[src/rtl/rgb2yuv_pkg.sv]
package rgb2yuv_pkg;

  // Configuration register indexes
  localparam int CfgIdxW = 1;
  localparam logic [CfgIdxW-1:0] RegImageWidth  = 1'b0;
  localparam logic [CfgIdxW-1:0] RegImageHeight = 1'b1;

  localparam int CfgDataW      = 13;
  localparam int MaxWidthDef   = 4096;
  localparam int HeightLimit   = 4096;
  localparam int RowW          = 12;
  localparam int WidthReset    = 640;
  localparam int HeightReset   = 480;
  localparam int QueueDepth    = 4;

  // BT.601 integer coefficients
  localparam logic signed [8:0] CoefYR  = 9'sd66;
  localparam logic signed [8:0] CoefYG  = 9'sd129;
  localparam logic signed [8:0] CoefYB  = 9'sd25;
  localparam logic signed [8:0] CoefCbR = -9'sd38;
  localparam logic signed [8:0] CoefCbG = -9'sd74;
  localparam logic signed [8:0] CoefCbB = 9'sd112;
  localparam logic signed [8:0] CoefCrR = 9'sd112;
  localparam logic signed [8:0] CoefCrG = -9'sd94;
  localparam logic signed [8:0] CoefCrB = -9'sd18;
  localparam logic signed [19:0] RoundHalf  = 20'sd128;
  localparam logic signed [19:0] LumaOffset = 20'sd16;
  localparam logic signed [19:0] ChromaBias = 20'sd128;

  // One classified pixel, as handed from the front end to the back end
  typedef struct packed {
    logic [7:0] red;
    logic [7:0] green;
    logic [7:0] blue;
    logic [8:0] sum_r;        // pixel plus left neighbour on an odd column
    logic [8:0] sum_g;
    logic [8:0] sum_b;
    logic       pair_h;       // horizontal pair of two pixels
    logic       line_wr;      // even row: store pair sum
    logic       line_rd;      // odd row: fetch pair sum from the even row
    logic       chroma_valid;
  } rgb2yuv_item_t;

endpackage

[src/rtl/rgb2yuv_front.sv]
module rgb2yuv_front #(
  parameter int MAX_WIDTH = rgb2yuv_pkg::MaxWidthDef,
  parameter int AddrW     = 11
) (
  input  logic                                 clk,
  input  logic                                 rst_n,
  input  logic                                 cfg_we,
  input  logic [rgb2yuv_pkg::CfgIdxW-1:0]      cfg_idx,
  input  logic [rgb2yuv_pkg::CfgDataW-1:0]     cfg_wdata,
  input  logic                                 pix_accept,
  input  logic [7:0]                           pix_red,
  input  logic [7:0]                           pix_green,
  input  logic [7:0]                           pix_blue,
  output rgb2yuv_pkg::rgb2yuv_item_t           item,
  output logic [AddrW-1:0]                     item_addr
);

  localparam int ColW  = (MAX_WIDTH > 1) ? $clog2(MAX_WIDTH) : 1;
  localparam int CmpW  = (ColW + 1 > rgb2yuv_pkg::CfgDataW) ? ColW + 1 : rgb2yuv_pkg::CfgDataW;
  localparam int RowW  = rgb2yuv_pkg::RowW;
  localparam int WEff  = (rgb2yuv_pkg::WidthReset > MAX_WIDTH) ? MAX_WIDTH
                                                               : rgb2yuv_pkg::WidthReset;
  localparam logic [ColW-1:0] WLastReset = ColW'(WEff - 1);
  localparam logic [RowW-1:0] HLastReset = RowW'(rgb2yuv_pkg::HeightReset - 1);

  logic [ColW-1:0] col_r, col_nxt;
  logic [RowW-1:0] row_r, row_nxt;
  logic [ColW-1:0] wlast_r, wlast_nxt;
  logic [RowW-1:0] hlast_r, hlast_nxt;
  logic [23:0]     left_r;
  logic [CmpW-1:0] w_cmp;
  logic [CmpW-1:0] h_cmp;
  logic            odd_col, odd_row, last_col, last_row, closes;

  assign odd_col  = col_r[0];
  assign odd_row  = row_r[0];
  assign last_col = (col_r == wlast_r);
  assign last_row = (row_r == hlast_r);
  assign closes   = odd_col || last_col;

  // Classify the pixel and build its horizontal pair sum
  always_comb begin
    item.red          = pix_red;
    item.green        = pix_green;
    item.blue         = pix_blue;
    item.pair_h       = odd_col;
    item.sum_r        = {1'b0, pix_red}   + (odd_col ? {1'b0, left_r[7:0]}   : 9'd0);
    item.sum_g        = {1'b0, pix_green} + (odd_col ? {1'b0, left_r[15:8]}  : 9'd0);
    item.sum_b        = {1'b0, pix_blue}  + (odd_col ? {1'b0, left_r[23:16]} : 9'd0);
    item.line_wr      = closes && !odd_row;
    item.line_rd      = closes && odd_row;
    item.chroma_valid = (closes && odd_row) || (closes && !odd_row && last_row);
  end

  assign item_addr = AddrW'(col_r >> 1);

  // Step raster; clamp sizes to supported range as last index; writes restart
  always_comb begin
    w_cmp     = CmpW'(cfg_wdata);
    h_cmp     = CmpW'(cfg_wdata);
    wlast_nxt = wlast_r;
    hlast_nxt = hlast_r;
    col_nxt   = col_r;
    row_nxt   = row_r;
    if (pix_accept) begin
      if (last_col) begin
        col_nxt = '0;
        row_nxt = last_row ? '0 : row_r + 1'b1;
      end else begin
        col_nxt = col_r + 1'b1;
      end
    end
    if (cfg_we) begin
      unique case (cfg_idx)
        rgb2yuv_pkg::RegImageWidth: begin
          if (w_cmp == '0) begin
            wlast_nxt = '0;
          end else if (w_cmp > CmpW'(MAX_WIDTH)) begin
            wlast_nxt = ColW'(MAX_WIDTH - 1);
          end else begin
            wlast_nxt = ColW'(w_cmp - 1'b1);
          end
        end
        rgb2yuv_pkg::RegImageHeight: begin
          if (h_cmp == '0) begin
            hlast_nxt = '0;
          end else if (h_cmp > CmpW'(rgb2yuv_pkg::HeightLimit)) begin
            hlast_nxt = RowW'(rgb2yuv_pkg::HeightLimit - 1);
          end else begin
            hlast_nxt = RowW'(h_cmp - 1'b1);
          end
        end
        default: begin
        end
      endcase
      col_nxt = '0;
      row_nxt = '0;
    end
  end

  always_ff @(posedge clk) begin
    if (!rst_n) begin
      col_r   <= '0;
      row_r   <= '0;
      wlast_r <= WLastReset;
      hlast_r <= HLastReset;
    end else begin
      col_r   <= col_nxt;
      row_r   <= row_nxt;
      wlast_r <= wlast_nxt;
      hlast_r <= hlast_nxt;
    end
  end

  always_ff @(posedge clk) begin
    if (pix_accept) begin
      left_r <= {pix_blue, pix_green, pix_red};
    end
  end

`ifndef ASSERT_OFF
  a_col_in_row: assert property (@(posedge clk) disable iff (!rst_n)
    col_r <= wlast_r)
    else $error("column beyond row end");
  a_row_in_frame: assert property (@(posedge clk) disable iff (!rst_n)
    row_r <= hlast_r)
    else $error("row beyond frame end");
`endif

endmodule

[config.mk]
export PLATFORM = sky130hd
export DESIGN_NAME = rgb2yuv_front
export DESIGN_NICKNAME = d
export VERILOG_FILES = /design/src/rtl/rgb2yuv_pkg.sv /design/src/rtl/rgb2yuv_front.sv
export SDC_FILE = /design/constraint.sdc
export NUM_CORES = 1
export LEC_CHECK = 0
export ABC_AREA = 1
export BUFFER_PORTS_ARGS = -buffer_cell sky130_fd_sc_hd__clkbuf_2
export CORE_AREA = 8 8 104 176
export DETAILED_ROUTE_END_ITERATION = 10
export DIE_AREA = 0 0 112 184
export GPL_TIMING_DRIVEN = 0
export HOLD_SLACK_MARGIN = 0.08
export PLACE_DENSITY_LB_ADDON = 0.1
export SYNTH_ARGS = -nofsm -noshare
export SYNTH_HDL_FRONTEND = slang
export SYNTH_SLANG_ARGS = --single-unit
[constraint.sdc]
create_clock -name clk -period 2 [get_ports clk]
set_input_delay 0.1 -clock clk [delete_from_list [all_inputs] [get_ports clk]]
set_output_delay 0.1 -clock clk [all_outputs]
set_load 0.02 [all_outputs]
# Word level (Yosys, flattened, before mapping)
# Index checks and enable logic that the tools add are counted.
[word_totals]
register_bits = 72
inputBits = 42
word_cells = 34
[classes]
n_lt_le_gt_ge = 1
eq_ne = 2
bitwise = 2
n_reduce_logical = 11
add_sub_neg = 6
mux = 7
[op_table]
columns = ["operator", "n"]
rows = [
  ["$mux W12", 4],
  ["$add A8 B8 Y9", 3],
  ["$add A12 B1 Y12 const B", 2],
  ["$eq A12 B12 Y1", 2],
  ["$mux W8", 3],
  ["$gt A13 B13 Y1 const B", 1],
  ["$logic_not A13 Y1", 1],
  ["$sub A12 B1 Y12 const B", 1],
  ["$reduce_and A2 Y1", 3],
  ["$logic_and A1 B1 Y1", 3],
  ["$logic_or A1 B1 Y1", 2],
  ["$not A1 Y1", 2],
  ["$reduce_or A2 Y1", 1],
  ["$logic_not A1 Y1", 1],
]

# Longest topological paths before layout
[depth]
depth_word = 5
ltp_mapped = 12
depth_no_buf = 11

# Worst setup path after synthesis
# Ideal clock, no wire load.
[synth_timing]
path_kind = "register to output"
startpoint = "register col_r[0]"
endpoint = "output port item[28] (netlist bit)"
n_path_buf = 2
stages_incl_launch_ff = 13
t_arrival_ns = 2.129
required_ns = 1.900
setup_slack_ns = -0.229
path_cell_list = "dfxtp_1 > buf_6 > clkbuf_1 > nand2_1 > inv_1 > ha_1 > fa_1 > nand3_1 > nand2_1 > a21oi_1 > nor2_1 > nor2_1 > xnor2_1"
[synth_rtl]
columns = ["item", "line_no", "rtl"]
rows = [
  ["start: declaration", "rgb2yuv_front.sv:26", "logic [ColW-1:0] col_r, col_nxt;"],
  ["start signal: assignment", "rgb2yuv_front.sv:108", "col_r <= col_nxt;"],
  ["end: declaration", "rgb2yuv_front.sv:14", "output rgb2yuv_pkg::rgb2yuv_item_t item,"],
]

==> impl_metrics.tcl <==
set metrics [dict create \
    wl_met2_mm 7.89 \
    hold_depth 3 \
    start_util_pct 31.3 \
    clk_pin_slew_worst_paths_ps 70 \
    finalClockSkew_ps 12.3 \
    critPathArrivalTime_ps 2260 \
    min_from "rst_n" \
    grt_max_degree 26 \
    fin_cells 1047 \
    status "finished with violations" \
    async_flop_share_pct 0 \
    die_w_um 112 \
    cap_violations 0 \
    r2r_cells 8 \
    synth_area_um2 4970 \
    timing.setup.critical_path_class "reg -> out" \
    final_area_um2 7270 \
    placed_cells 976 \
    cp-start-kind "flip-flop" \
    via_per_inst 4.64 \
    power_mw 4.24 \
    fin_crit_ps 2360 \
    grt-ovfl-total 0 \
    slowest_delay_ps 370 \
    seq_area_frac_synth_pct 33.8 \
    ant_nets 0 \
    max_slew.worst_pin.slew_ps 689 \
    p_int_mw 3.02 \
    p_leak_nw 3.43 \
    crit_chain "clkbuf_16 > nand2_4 > inv_2 > ha_4 > fa_2 > nand3_2 > nand2_4 > a21oi_2 > nor2_1 > nor2_2 > xnor2_2 > clkbuf_8" \
    gp_congestion 0.826 \
    ys_warn_count 0 \
    fin_crit_sh_pct 118 \
    avgSynthCellArea_um2 7.31 \
    dpl-instance-area_um2 5810 \
    reg2reg_to "row_r[8]" \
    power_frac_seq_pct 38.5 \
    crit_path_max_fanout 6 \
    cts_tree "built" \
    die_h_um 184 \
    vias 4860 \
    dr.pass1.iters 4 \
    grt_pass1_vias 4958 \
    combinationalPowerShare_pct 23.0 \
    synthToLayoutAreaGrowth_pct 46.4 \
    tns_ps -3590 \
    dp_hpwl_mm 11.1 \
    cpMaxStageDelayCell "dfxtp_4" \
    layout.nets 926 \
    synth_edf_count 24 \
    fin_ws_ps -357 \
    cts-root-buf "clkbuf_16" \
    postSynthCellCount 680 \
    cts_max_path_buffers 2 \
    final_util_pct 45.8 \
    slew_viol_final 0 \
    p_sw_mw 1.23 \
    antenna_found_initial 0 \
    die_area_um2 20600 \
    cts_buffers 9 \
    top_layer_used "met4" \
    drt_wl_total_mm 14.1 \
    synth_nets 753 \
    setup_viol 20 \
    synth_ff_type "dfxtp_1" \
    io_buffers 107 \
    synth_cell_types 38 \
    startpoint "col_r[0]" \
    avgRoutedWirePerCell_um 13.5 \
    drc 0 \
    cts.htree.levels 3 \
    dr.first_iter.drc_count 110 \
    max-slew-margin-rel_pct 54.1 \
    layout-drive-gt1-share_pct 37.8 \
    wl_met1_mm 5.35 \
    path_common_cell "nand2_4" \
    core_um2 15900 \
    insertion_delay_ps 340 \
    layout_commonest_cell "nand2_1" \
    final_cell_mix "nand2_1 (154), clkbuf_2 (83), inv_1 (57), buf_4 (54), a21oi_1 (51)" \
    worstHoldEndpoint "wlast_r[10]" \
    grt_pass1_wl_mm 23.4 \
    ff2ff_setup_slack_ps 220 \
    met3_length_um 643 \
    cts_sinks 72 \
    n_antenna_cell 0 \
    rsz0062_at_grt "yes" \
    violations "setup timing" \
    row_count 61 \
    p_clk_share_pct 38.5 \
    endpoint_kind "output pin" \
    swShare_pct 28.9 \
    rr_startpoint "row_r[1]" \
    n_fill_cell 1590 \
    io-pin-count 108 \
    vdd_drop_max_mv 0.344 \
    hold_viol 0 \
    yosys_register_bits 72 \
    max_freq_ghz 0.424 \
    worstPathRequired_ps 1900 \
    grt_usage_pct 13.9 \
    pwr_density_cell_nw_per_um2 583 \
    min_path_type "in -> reg" \
]
-- worst max-delay path, delay by kind of cell (launching register included) --
kind | cells | cell delay (ps)
adder cells (fa/ha/maj) | 2 | 510
AND/OR/NAND/NOR | 5 | 420
flip-flops | 1 | 370
buffers and inverters | 3 | 370
XOR/XNOR | 1 | 130
AO/OA/AOI/OAI | 1 | 120
-- flip-flops by register name, summed over array words and instances (netlist names) --
register,cells
wlast_r,12
left_r,24
hlast_r,12
col_r,12
row_r,12
-- through the flow --
stage	hold WS, ps	setup slack [ps]
2_1_floorplan	199	-52.1
3_3_place_gp	320	-351
3_5_place_dp	324	-348
4_1_cts	107	-375
5_1_grt	115	-452
6_report	130	-357
-- cell families after synthesis --
kind of cell               after synthesis  share of synthesized area (%)
DFF                                     72                           33.8
and+or+nand+nor                        314                           28.4
xor gates and xnor gates                43                           7.73
buffers and inverters                  131                           12.2
AOI/OAI and AO/OA                       89                           9.57
adders and majority gates               31                           8.26
-- metal layers --
layer | global-route usage (%) | vias up
li1 | - | 2502
met1 | 13.2 | 2246
met2 | 27.7 | 99
met3 | 3.22 | 13
met4 | 5.65 | 0
met5 | 0 | -
-- power by group through the flow --
stage	logic (mW)	clock network, mW	registers, mW
2_1_floorplan	0.487	0	1.65
3_3_place_gp	0.724	0	1.66
3_5_place_dp	0.732	0	1.66
4_1_cts	0.928	1.68	1.63
5_1_grt	1.07	1.73	1.64
6_report	0.977	1.63	1.63
-- area by class of cell --
type	count	area, um2	area share, %
plain buffers	38	293	4.03
clock buffers	9	225	3.10
clock inverters	7	75.1	1.03
inverters	92	350	4.82
multi-input cells	477	3200	44.0
flip-flops and latches	72	1690	23.2
well taps	189	236	3.25
repair buffers	163	1210	16.6
-- Yosys cell counts, drive strengths merged, types with 5 or more instances --
cell    count  area (um2)
nand4      13        81.3
nand3      45         243
buf        34         243
nand2     183         699
nor2       59         292
xnor2      20         183
inv        91         342
nor3        8        55.1
clkbuf      5        18.8
o21ai      18        90.1
dfxtp      48         961
ha         28         350
xor2       23         201
edfxtp     24         721
a21oi      62         314
-- worst max-delay path by stage --
stage | to
after floorplan | item[10]
after global placement | item[28]
after detailed placement | item[28]
after CTS | item[19]
after global routing | item[28]
final | item[19]
-- timing repair --
item                                    in CTS  in global routing
resized for setup                          123                 56
endpoints found under the setup margin      26                 24
buffers inserted                            25                  8
endpoints found under the hold margin       24                  0
gates cloned                                 1                  0
pin swaps                                   47                 39
hold buffers                                24                  0
Note: power is estimated with default switching activity, not from simulation.
