<file path="config.mk">
export PLATFORM = sky130hd
export DESIGN_NAME = rgb2yuv_queue
export DESIGN_NICKNAME = d
export VERILOG_FILES = /design/src/rtl/rgb2yuv_pkg.sv /design/src/rtl/rgb2yuv_queue.sv
export SDC_FILE = /design/constraint.sdc
export NUM_CORES = 1
export LEC_CHECK = 0
export BUFFER_PORTS_ARGS = -buffer_cell sky130_fd_sc_hd__buf_2
export CORE_UTILIZATION = 59
export CTS_CLUSTER_SIZE = 10
export DETAILED_ROUTE_END_ITERATION = 10
export PLACE_DENSITY = 0.81
export RECOVER_POWER = 50
export SKIP_LAST_GASP = 1
export SYNTH_ARGS = -nofsm -noshare
export SYNTH_HDL_FRONTEND = slang
export SYNTH_SLANG_ARGS = --single-unit
</file>
<file path="constraint.sdc">
create_clock -name clk -period 5.9 [get_ports clk]
set_clock_uncertainty 0.2 [all_clocks]
set_input_delay 0.59 -clock clk [delete_from_list [all_inputs] [get_ports clk]]
set_output_delay 0.59 -clock clk [all_outputs]
set_load 0.02 [all_outputs]
</file>
<file path="src/rtl/rgb2yuv_pkg.sv">
package rgb2yuv_pkg;

  // Configuration register indexes
  localparam int CfgIdxW = 1;
  localparam logic [CfgIdxW-1:0] RegImageWidth  = 1'b0;
  localparam logic [CfgIdxW-1:0] RegImageHeight = 1'b1;

  localparam int CfgDataW      = 13;
  localparam int MaxWidthDef   = 4096;
  localparam int HeightLimit   = 4096;
  localparam int RowW          = 12;
  localparam int WidthReset    = 640;
  localparam int HeightReset   = 480;
  localparam int QueueDepth    = 4;

  // BT.601 integer coefficients
  localparam logic signed [8:0] CoefYR  = 9'sd66;
  localparam logic signed [8:0] CoefYG  = 9'sd129;
  localparam logic signed [8:0] CoefYB  = 9'sd25;
  localparam logic signed [8:0] CoefCbR = -9'sd38;
  localparam logic signed [8:0] CoefCbG = -9'sd74;
  localparam logic signed [8:0] CoefCbB = 9'sd112;
  localparam logic signed [8:0] CoefCrR = 9'sd112;
  localparam logic signed [8:0] CoefCrG = -9'sd94;
  localparam logic signed [8:0] CoefCrB = -9'sd18;
  localparam logic signed [19:0] RoundHalf  = 20'sd128;
  localparam logic signed [19:0] LumaOffset = 20'sd16;
  localparam logic signed [19:0] ChromaBias = 20'sd128;

  // One classified pixel, as handed from the front end to the back end
  typedef struct packed {
    logic [7:0] red;
    logic [7:0] green;
    logic [7:0] blue;
    logic [8:0] sum_r;        // pixel plus left neighbour on an odd column
    logic [8:0] sum_g;
    logic [8:0] sum_b;
    logic       pair_h;       // horizontal pair of two pixels
    logic       line_wr;      // even row: store pair sum
    logic       line_rd;      // odd row: fetch pair sum from the even row
    logic       chroma_valid;
  } rgb2yuv_item_t;

endpackage

</file>
<file path="src/rtl/rgb2yuv_queue.sv">
module rgb2yuv_queue #(
  parameter int DataW = 8,
  parameter int Depth = rgb2yuv_pkg::QueueDepth
) (
  input  logic             clk,
  input  logic             rst_n,
  input  logic             push,
  input  logic [DataW-1:0] push_data,
  output logic             full,
  input  logic             pop,
  output logic             not_empty,
  output logic [DataW-1:0] pop_data
);

  localparam int PtrW = (Depth > 1) ? $clog2(Depth) : 1;
  localparam int CntW = $clog2(Depth + 1);

  logic [DataW-1:0] slot_r [Depth];
  logic [PtrW-1:0]  wr_ptr_r, wr_ptr_nxt;
  logic [PtrW-1:0]  rd_ptr_r, rd_ptr_nxt;
  logic [CntW-1:0]  cnt_r, cnt_nxt;
  logic             do_push, do_pop;

  assign full      = (cnt_r == CntW'(Depth));
  assign not_empty = (cnt_r != '0);
  assign pop_data  = slot_r[rd_ptr_r];
  assign do_push   = push && !full;
  assign do_pop    = pop && not_empty;

  always_comb begin
    wr_ptr_nxt = wr_ptr_r;
    rd_ptr_nxt = rd_ptr_r;
    cnt_nxt    = cnt_r;
    if (do_push) begin
      wr_ptr_nxt = (wr_ptr_r == PtrW'(Depth - 1)) ? '0 : wr_ptr_r + 1'b1;
    end
    if (do_pop) begin
      rd_ptr_nxt = (rd_ptr_r == PtrW'(Depth - 1)) ? '0 : rd_ptr_r + 1'b1;
    end
    if (do_push && !do_pop) begin
      cnt_nxt = cnt_r + 1'b1;
    end else if (do_pop && !do_push) begin
      cnt_nxt = cnt_r - 1'b1;
    end
  end

  always_ff @(posedge clk) begin
    if (!rst_n) begin
      wr_ptr_r <= '0;
      rd_ptr_r <= '0;
      cnt_r    <= '0;
    end else begin
      wr_ptr_r <= wr_ptr_nxt;
      rd_ptr_r <= rd_ptr_nxt;
      cnt_r    <= cnt_nxt;
    end
  end

  always_ff @(posedge clk) begin
    if (do_push) begin
      slot_r[wr_ptr_r] <= push_data;
    end
  end

`ifndef ASSERT_OFF
  a_cnt_bound: assert property (@(posedge clk) disable iff (!rst_n)
    cnt_r <= CntW'(Depth))
    else $error("queue count beyond depth");
  a_empty_ptrs: assert property (@(posedge clk) disable iff (!rst_n)
    (cnt_r == '0) |-> (rd_ptr_r == wr_ptr_r))
    else $error("empty queue with pointers apart");
`endif

endmodule

</file>
# After elaboration in Yosys (flattened, before gate mapping)
# Memory sizes are Yosys's and may differ from the RTL's. A register that Yosys moved wholly into a read port is not among the register bits.
# Cells that the tools add are included.
# classes
add_sub_neg,4
mul,0
n_div,0
order_cmp,0
eq_ne,3
shift,0
mux,8
bitwise,0
reduce_logical,9
# ops
cell,n
two-way mux 2 bit,4
two-way mux 3 bit,2
"adder 2 x 1 -> 2 bit, second input constant",2
"== test 2 bit, second input constant",2
logical AND 1 bit,4
"adder 3 x 1 -> 3 bit, second input constant",1
"== test 3 bit, second input constant",1
zero test 1 bit,3
nonzero test 3 bit,1
"subtractor 3 x 1 -> 3 bit, second input constant",1
two-way mux 1 bit,2
nonzero test 2 bit,1
# totals
reg_bits,7
latchBits,0
ramBits,32
rom_bits,0
input_bits,12
out_inout_bits,10
word_cells,28
memories,1
# memory_table
name,depth,word_bits,rd,rd_clocked_by_memory_dff,write_ports,line_no,rtl
slot_r,4,8,1,1,1,rgb2yuv_queue.sv:18,logic [DataW-1:0] slot_r [Depth];

# Depth between registers and ports, before layout
# Gate-level depths: netlist (run 1).
# logic_depth
ltp_word,7
mapped_depth,9
depth_no_buf,8

# Least setup slack after synthesis (run 1)
# Ideal clock, no wire load.
# synth_path
path_kind,register -> register
from,reg cnt_r[0]
to,reg cnt_r[2]
setup_ps,76
t_arrival_ps,2141
t_required_ps,5624
setup_slack_ps,3483
path_stages_with_launch,8
path_buffers,0
period_less_slack_ps,2417
path_cell_list,dfxtp_1 o31ai_1 ha_1 inv_1 fa_1 xor2_1 or3_2 a21boi_0
# synth_between
elab_chain_cells,6
word_cells_on_any_way,14
classes_between,add/sub (2); eq/ne (1); mux (2); reduce/logical (9)
# synth_rtl
element,line_no,rtl
start: declaration,rgb2yuv_queue.sv:21,"logic [CntW-1:0] cnt_r, cnt_nxt;"
start signal: assignment,rgb2yuv_queue.sv:55,cnt_r <= cnt_nxt;
branches (longest 6 deep; another with subtractor 3 x 1 -> 3 bit),-,
# Several ways; the timed one is not identified. The select of a mux whose other input is x is not followed.
# A chain may end at the register's enable or synchronous reset.

# Worst setup path in the final report (run 1)
# Ends and elaborated chain as after synthesis.

==> impl_metrics.json, run 1 <==
{
  "firstDrtPassIters": 4,
  "post_cts_buffers": 0,
  "yosysWarnings": 0,
  "rr_worst_depth": 7,
  "die_h_um": 54.6,
  "clock_path_buffers": 2,
  "drcViolationCount": 0,
  "ys_seq_area_frac": 0.699,
  "holdPathEnd": "slot_r[1][2]$_DFFE_PP_",
  "synthCells": 93,
  "cts_made_buffers": 5,
  "rsz0062_at_grt": "false",
  "drv_cap": 0,
  "cts_resized": 0,
  "nets": 136,
  "hpwlAfterDp_um": 1890,
  "grt_usage": 0.220,
  "async_reset_ff_frac": 0,
  "powerDensity_nw_per_um2": 429,
  "grt-ovfl-total": 0,
  "whs_ns": 0.309,
  "leakagePower_nw": 0.642,
  "cts.sinks": 41,
  "vias": 845,
  "holdBufCountCts": 0,
  "grt_max_degree": 13,
  "areaGrowthSynthToFinish_pct": 11.2,
  "period_share": 0.467,
  "row_count": 18,
  "cts_tree": "built",
  "vias_per_cell": 5.71,
  "reg2reg_slack_ns": 3.14,
  "synth.distinct_cells": 23,
  "antenna_found_initial": 0,
  "yosysTopAreaCell": "edfxtp_1",
  "reg2reg_from": "cnt_r[0]$_SDFFE_PN0P_",
  "syn_nets": 112,
  "drv_slew": 0,
  "startpoint_type": "flop",
  "status": "completed",
  "fmax_mhz": 363,
  "grt_pass1_vias": 866,
  "synth-edff-count": 32,
  "synth_common_cells": "edfxtp_1 (32), dfxtp_1 (9), mux4_2 (8)",
  "drt.antenna.violating_nets": 0,
  "htree_levels": 2,
  "yosysMostFrequentCell": "edfxtp_1",
  "die_area_um2": 2980,
  "tightest_slew_ns": 0.628,
  "clk_pin_slew_ns": 0.12,
  "crit_required_ns": 5.96,
  "drtIter0Drc": 17,
  "portBuffers": 21,
  "n_antenna_cell": 0,
  "period_needed_ns": 2.76,
  "coreArea_um2": 2540,
  "route.detailed.wl_per_inst_um": 18.2,
  "dieWidth_um": 54.6,
  "ys_top_cells_by_area": "edfxtp_1 (59%), dfxtp_1 (11%), mux4_2 (11%)",
  "hp-start": "push_data[2]",
  "pin_count": 22,
  "total_power_w": 0.000779,
  "hold_path.class": "in2reg",
  "start_util": 0.642,
  "grt_pass1_wl_um": 4180,
  "ir_drop_v": 0.000330,
  "clockRootBuffer": "clkbuf_4",
  "synth_top_area_frac": 0.589,
  "ys_ff_latch": 41,
  "totalWireLength_um": 2690,
  "gp_congestion": 0.794,
  "n_fill_cell": 173,
  "setup-tns-final_ns": 0,
  "synthFlopType": "edfxtp_1",
  "drive_gt1_frac": 0.220,
  "worstSetupPathType": "reg2reg",
  "worstPathArrival_ns": 2.82,
  "min_delay_path_depth": 1,
  "synth.avg_cell_area_um2": 17.6,
  "rr_endpoint": "cnt_r[2]$_SDFFE_PN0P_",
  "setup_viol": 0,
  "max-slew-margin-rel": 0.578,
  "final-hold-violation-count": 0,
  "end_kind": "flop",
  "syn_area_um2": 1630,
  "clock_latency_ns": 0.33,
  "cp_max_fo": 5
}
flip-flops by register name (all words and copies together) (netlist names), named ones only:
register	cells
cnt_r	3
slot_r	32
rd_ptr_r	2
wr_ptr_r	2
metrics by stage:
step	cell area (µm²)	std cells	worst slack [ns]	utilization
2_1_floorplan	1630	93	3.48	-
3_3_place_gp	1760	140	3.21	0.691
3_5_place_dp	1760	140	3.14	0.691
4_1_cts	1830	148	3.11	0.720
5_1_grt	1820	148	2.91	0.713
6_report	1820	148	3.14	0.713
layout by cell type (no fill, tap or decap):
cell and count:
edfxtp_1 32, clkbuf_1 11, buf_2 11, dfxtp_1 9, mux4_2 8, nand2_1 6
ha_1 6, clkbuf_4 5, and2_1 4, inv_1 3, mux2i_1 3, o21ai_0 3
nor2b_1 2, nor2_1 2, nand3_1 2, nor3b_1 1, o31ai_1 1, or3_1 1
and2_0 1, xnor2_1 1, xor2_1 1, or3_2 1, a21boi_0 1, fa_1 1
bufinv_16 1, clkinv_1 1
power breakdown:
group | switching (W) | leakage, nW | total, W | internal (W)
logic | 0.000116 | 0.235 | 0.000213 | 0.0000975
clock network | 0.0000833 | 0.0399 | 0.000172 | 0.0000882
registers | 0.0000386 | 0.367 | 0.000394 | 0.000355
per-layer routing:
metal / vias to the layer above / routed length [µm] / track usage / share of wire
met5: - / 0 / 0 / 0
met4: 0 / 38 / 0.0855 / 0.014
met3: 5 / 115 / 0.0750 / 0.043
met2: 21 / 1420 / 0.347 / 0.53
met1: 419 / 1120 / 0.279 / 0.42
li1: 400 / - / - / -
cell families after synthesis:
logic type                 count (synthesis)  share of synthesized area
buffers and inverters                      7                     0.0176
DFF                                       41                      0.699
muxes                                     11                      0.129
and+or+nand+nor                           20                     0.0674
xor gates and xnor gates                   2                     0.0107
AOI/OAI and AO/OA                          5                     0.0184
adders and majority gates                  7                     0.0582
critical path: stages (launching register included):
cell and delay [ns]:
dfxtp_1 0.38, o31ai_1 0.58, ha_1 0.30, inv_1 0.06, fa_1 0.38, xor2_1 0.18, or3_2 0.42, a21boi_0 0.18
cell type report:
cell class	instances	area [µm²]	area share
clock inverter	2	33.8	0.0186
inverter	3	11.3	0.00620
timing repair buffer	21	92.6	0.0510
multi-input combinational	45	458	0.252
tap	30	37.5	0.0207
sequential	41	1140	0.629
clock buffer	6	41.3	0.0227
worst max-delay path by stage:
stage	start	endpoint	slack, ns	depth (start not counted)
final	cnt_r[0]$_SDFFE_PN0P_	cnt_r[2]$_SDFFE_PN0P_	3.14	7
after detailed placement	push	cnt_r[2]$_SDFFE_PN0P_	3.14	8
after floorplan	push	cnt_r[2]$_SDFFE_PN0P_	3.48	8
after CTS	cnt_r[0]$_SDFFE_PN0P_	cnt_r[2]$_SDFFE_PN0P_	3.11	7
after global routing	cnt_r[0]$_SDFFE_PN0P_	cnt_r[2]$_SDFFE_PN0P_	2.91	7
after global placement	push	cnt_r[2]$_SDFFE_PN0P_	3.21	8
Note: power is estimated with default switching activity, not from simulation.
==> run 2, diff against run 1 <==
--- a/config.mk
+++ b/config.mk
@@ -6,10 +6,10 @@
 export NUM_CORES = 1
 export LEC_CHECK = 0
 export BUFFER_PORTS_ARGS = -buffer_cell sky130_fd_sc_hd__buf_2
-export CORE_UTILIZATION = 59
+export CORE_UTILIZATION = 55
 export CTS_CLUSTER_SIZE = 10
 export DETAILED_ROUTE_END_ITERATION = 10
-export PLACE_DENSITY = 0.81
+export PLACE_DENSITY = 0.77
 export RECOVER_POWER = 50
 export SKIP_LAST_GASP = 1
 export SYNTH_ARGS = -nofsm -noshare
==> constraint.sdc (replaced) <==
create_clock -name clk -period 2.6 [get_ports clk]
set_clock_uncertainty 0.2 [all_clocks]
set_input_delay 0.26 -clock clk [delete_from_list [all_inputs] [get_ports clk]]
set_output_delay 0.26 -clock clk [all_outputs]
set_load 0.02 [all_outputs]
==> impl_metrics.json, run 2 (same netlist as run 1, synthesis figures left out) <==
{
  "status": "completed",
  "grt_max_degree": 14,
  "setup-tns-final_ns": 0,
  "clock_latency_ns": 0.33,
  "reg2reg_slack_ns": 0.15,
  "leakagePower_nw": 0.670,
  "fmax_mhz": 407,
  "drcViolationCount": 0,
  "cts.sinks": 41,
  "pin_count": 22,
  "multi_input_area_um2": 463,
  "seqCellArea_um2": 1140,
  "top_regs": "slot_r: 32 flops, cnt_r: 3 flops",
  "rsz0062_at_grt": "false",
  "power_frac_comb": 0.290,
  "tightest_slew_ns": 0.543,
  "start_util": 0.587,
  "largest_register_ffs": 32,
  "final_common_cell": "edfxtp_1",
  "antenna_found_initial": 0,
  "rr_endpoint": "cnt_r[2]$_SDFFE_PN0P_",
  "dieWidth_um": 56.5,
  "startpoint_type": "flop",
  "die_area_um2": 3190,
  "whs_ns": 0.0704,
  "clockRootBuffer": "clkbuf_4",
  "drive_gt1_frac": 0.227,
  "portBuffers": 21,
  "dp_cells": 143,
  "end_kind": "flop",
  "drtIter0Drc": 20,
  "gp_congestion": 0.651,
  "hp-start": "rst_n",
  "min_delay_path_depth": 3,
  "drv_slew": 0,
  "grt_pass1_vias": 934,
  "reg2reg_from": "cnt_r[1]$_SDFFE_PN0P_",
  "drt.antenna.violating_nets": 0,
  "swShare": 0.319,
  "hold_path.class": "in2reg",
  "total_power_w": 0.00168,
  "areaGrowthSynthToFinish_pct": 15.8,
  "layout_common_cells": "edfxtp_1 (32), clkbuf_1 (12), buf_2 (11)",
  "nets": 146,
  "final-hold-violation-count": 0,
  "htree_levels": 2,
  "die_h_um": 56.5,
  "cts_tree": "built",
  "ir_drop_v": 0.000631,
  "clock_path_buffers": 2,
  "n_fill_cell": 211,
  "cts_made_buffers": 5,
  "worstPathArrival_ns": 2.51,
  "crit_path_max_incr_delay_ns": 0.42,
  "totalWireLength_um": 2470,
  "grt-ovfl-total": 0,
  "path_buf_inv": 1,
  "route.detailed.wl_per_inst_um": 15.5,
  "drv_cap": 0,
  "grt_pass1_wl_um": 4170,
  "firstDrtPassIters": 4,
  "powerDensity_nw_per_um2": 887,
  "clockPowerShare": 0.177,
  "period_share": 0.944,
  "cp_max_fo": 5,
  "crit_required_ns": 2.66,
  "clk_pin_slew_ns": 0.12,
  "vias": 874,
  "period_needed_ns": 2.45,
  "slowest_stage": "or3_2",
  "n_antenna_cell": 0,
  "vias_per_cell": 5.50,
  "hpwlAfterDp_um": 1670,
  "seq_power_share": 0.533,
  "largest_register": "slot_r",
  "grt_usage": 0.182,
  "row_count": 19,
  "setup_viol": 0,
  "max-slew-margin-rel": 0.638,
  "worstSetupPathType": "reg2reg",
  "crit_chain": "o31ai_2, ha_1, inv_1, fa_1, xor2_1, or3_2, a21boi_0",
  "critPathTopFamily": "adder cells",
  "holdPathEnd": "wr_ptr_r[0]$_SDFFE_PN0P_",
  "critical_path_depth": 7,
  "p_switching_w": 0.000535,
  "instances_no_fill": 159,
  "rr_worst_depth": 7,
  "internal_power_w": 0.00114,
  "coreArea_um2": 2780
}
run 2: cell count changes in the layout (fill, tap and decap cells not counted), sizes merged:
cell and delta:
clkinv +2, clkbuf +1, dlygate4sd3 +8, bufinv -1
run 2: power by group through the flow:
stage	Combinational (W)	Clock, W	Sequential (W)
final	0.000486	0.000297	0.000893
after global routing	0.000531	0.000332	0.000909
after CTS	0.000502	0.000305	0.000896
after detailed placement	0.000489	0	0.000911
after global placement	0.000474	0	0.000903
after floorplan	0.000392	0	0.000858
run 2: metal layers:
layer | part of all wire | GRT usage
met1 | 0.43 | 0.201
met3 | 0.043 | 0.0714
met4 | 0.015 | 0.0662
met5 | 0 | 0
met2 | 0.51 | 0.314
run 2: worst max path at each step:
stage          slack (ns)                  start                     to
6_report             0.15  cnt_r[1]$_SDFFE_PN0P_  cnt_r[2]$_SDFFE_PN0P_
5_1_grt              0.02  cnt_r[1]$_SDFFE_PN0P_  cnt_r[2]$_SDFFE_PN0P_
4_1_cts              0.10  cnt_r[0]$_SDFFE_PN0P_  cnt_r[2]$_SDFFE_PN0P_
3_5_place_dp         0.08  cnt_r[0]$_SDFFE_PN0P_  cnt_r[2]$_SDFFE_PN0P_
3_3_place_gp         0.30  cnt_r[0]$_SDFFE_PN0P_  cnt_r[2]$_SDFFE_PN0P_
2_1_floorplan        0.18  cnt_r[0]$_SDFFE_PN0P_  cnt_r[2]$_SDFFE_PN0P_
run 2: metrics by stage:
| stage | utilization | area, µm² | setup WS, ns |
|---|---|---|---|
| 2_1_floorplan | - | 1630 | 0.183 |
| 3_3_place_gp | 0.638 | 1770 | 0.302 |
| 3_5_place_dp | 0.638 | 1770 | 0.0776 |
| 4_1_cts | 0.686 | 1910 | 0.101 |
| 5_1_grt | 0.680 | 1890 | 0.0165 |
| 6_report | 0.680 | 1890 | 0.145 |
run 2: worst reg2reg max path, delay by kind of cell, from the launching register on:
family          cells  cell delay [ns]
xor+xnor            1             0.18
flops               1             0.38
fa+ha+maj           2             0.64
buf+inv             1             0.07
compound gates      2             0.51
simple gates        1             0.42
run 2: repair_timing:
item | in CTS | in global routing
gates resized for setup | 0 | 2
endpoints found under the setup margin | 0 | 1
hold buffers | 8 | 0
hold endpoints to repair | 32 | 0
setup buffers | 0 | 0
run 2: layout make-up:
cell class	count	area share
flip-flops and latches	41	0.604
multi-input cells	45	0.245
repair buffers	31	0.0953
well taps	31	0.0205
clock buffers	5	0.0199
clock inverters	3	0.00927
inverters	3	0.00596
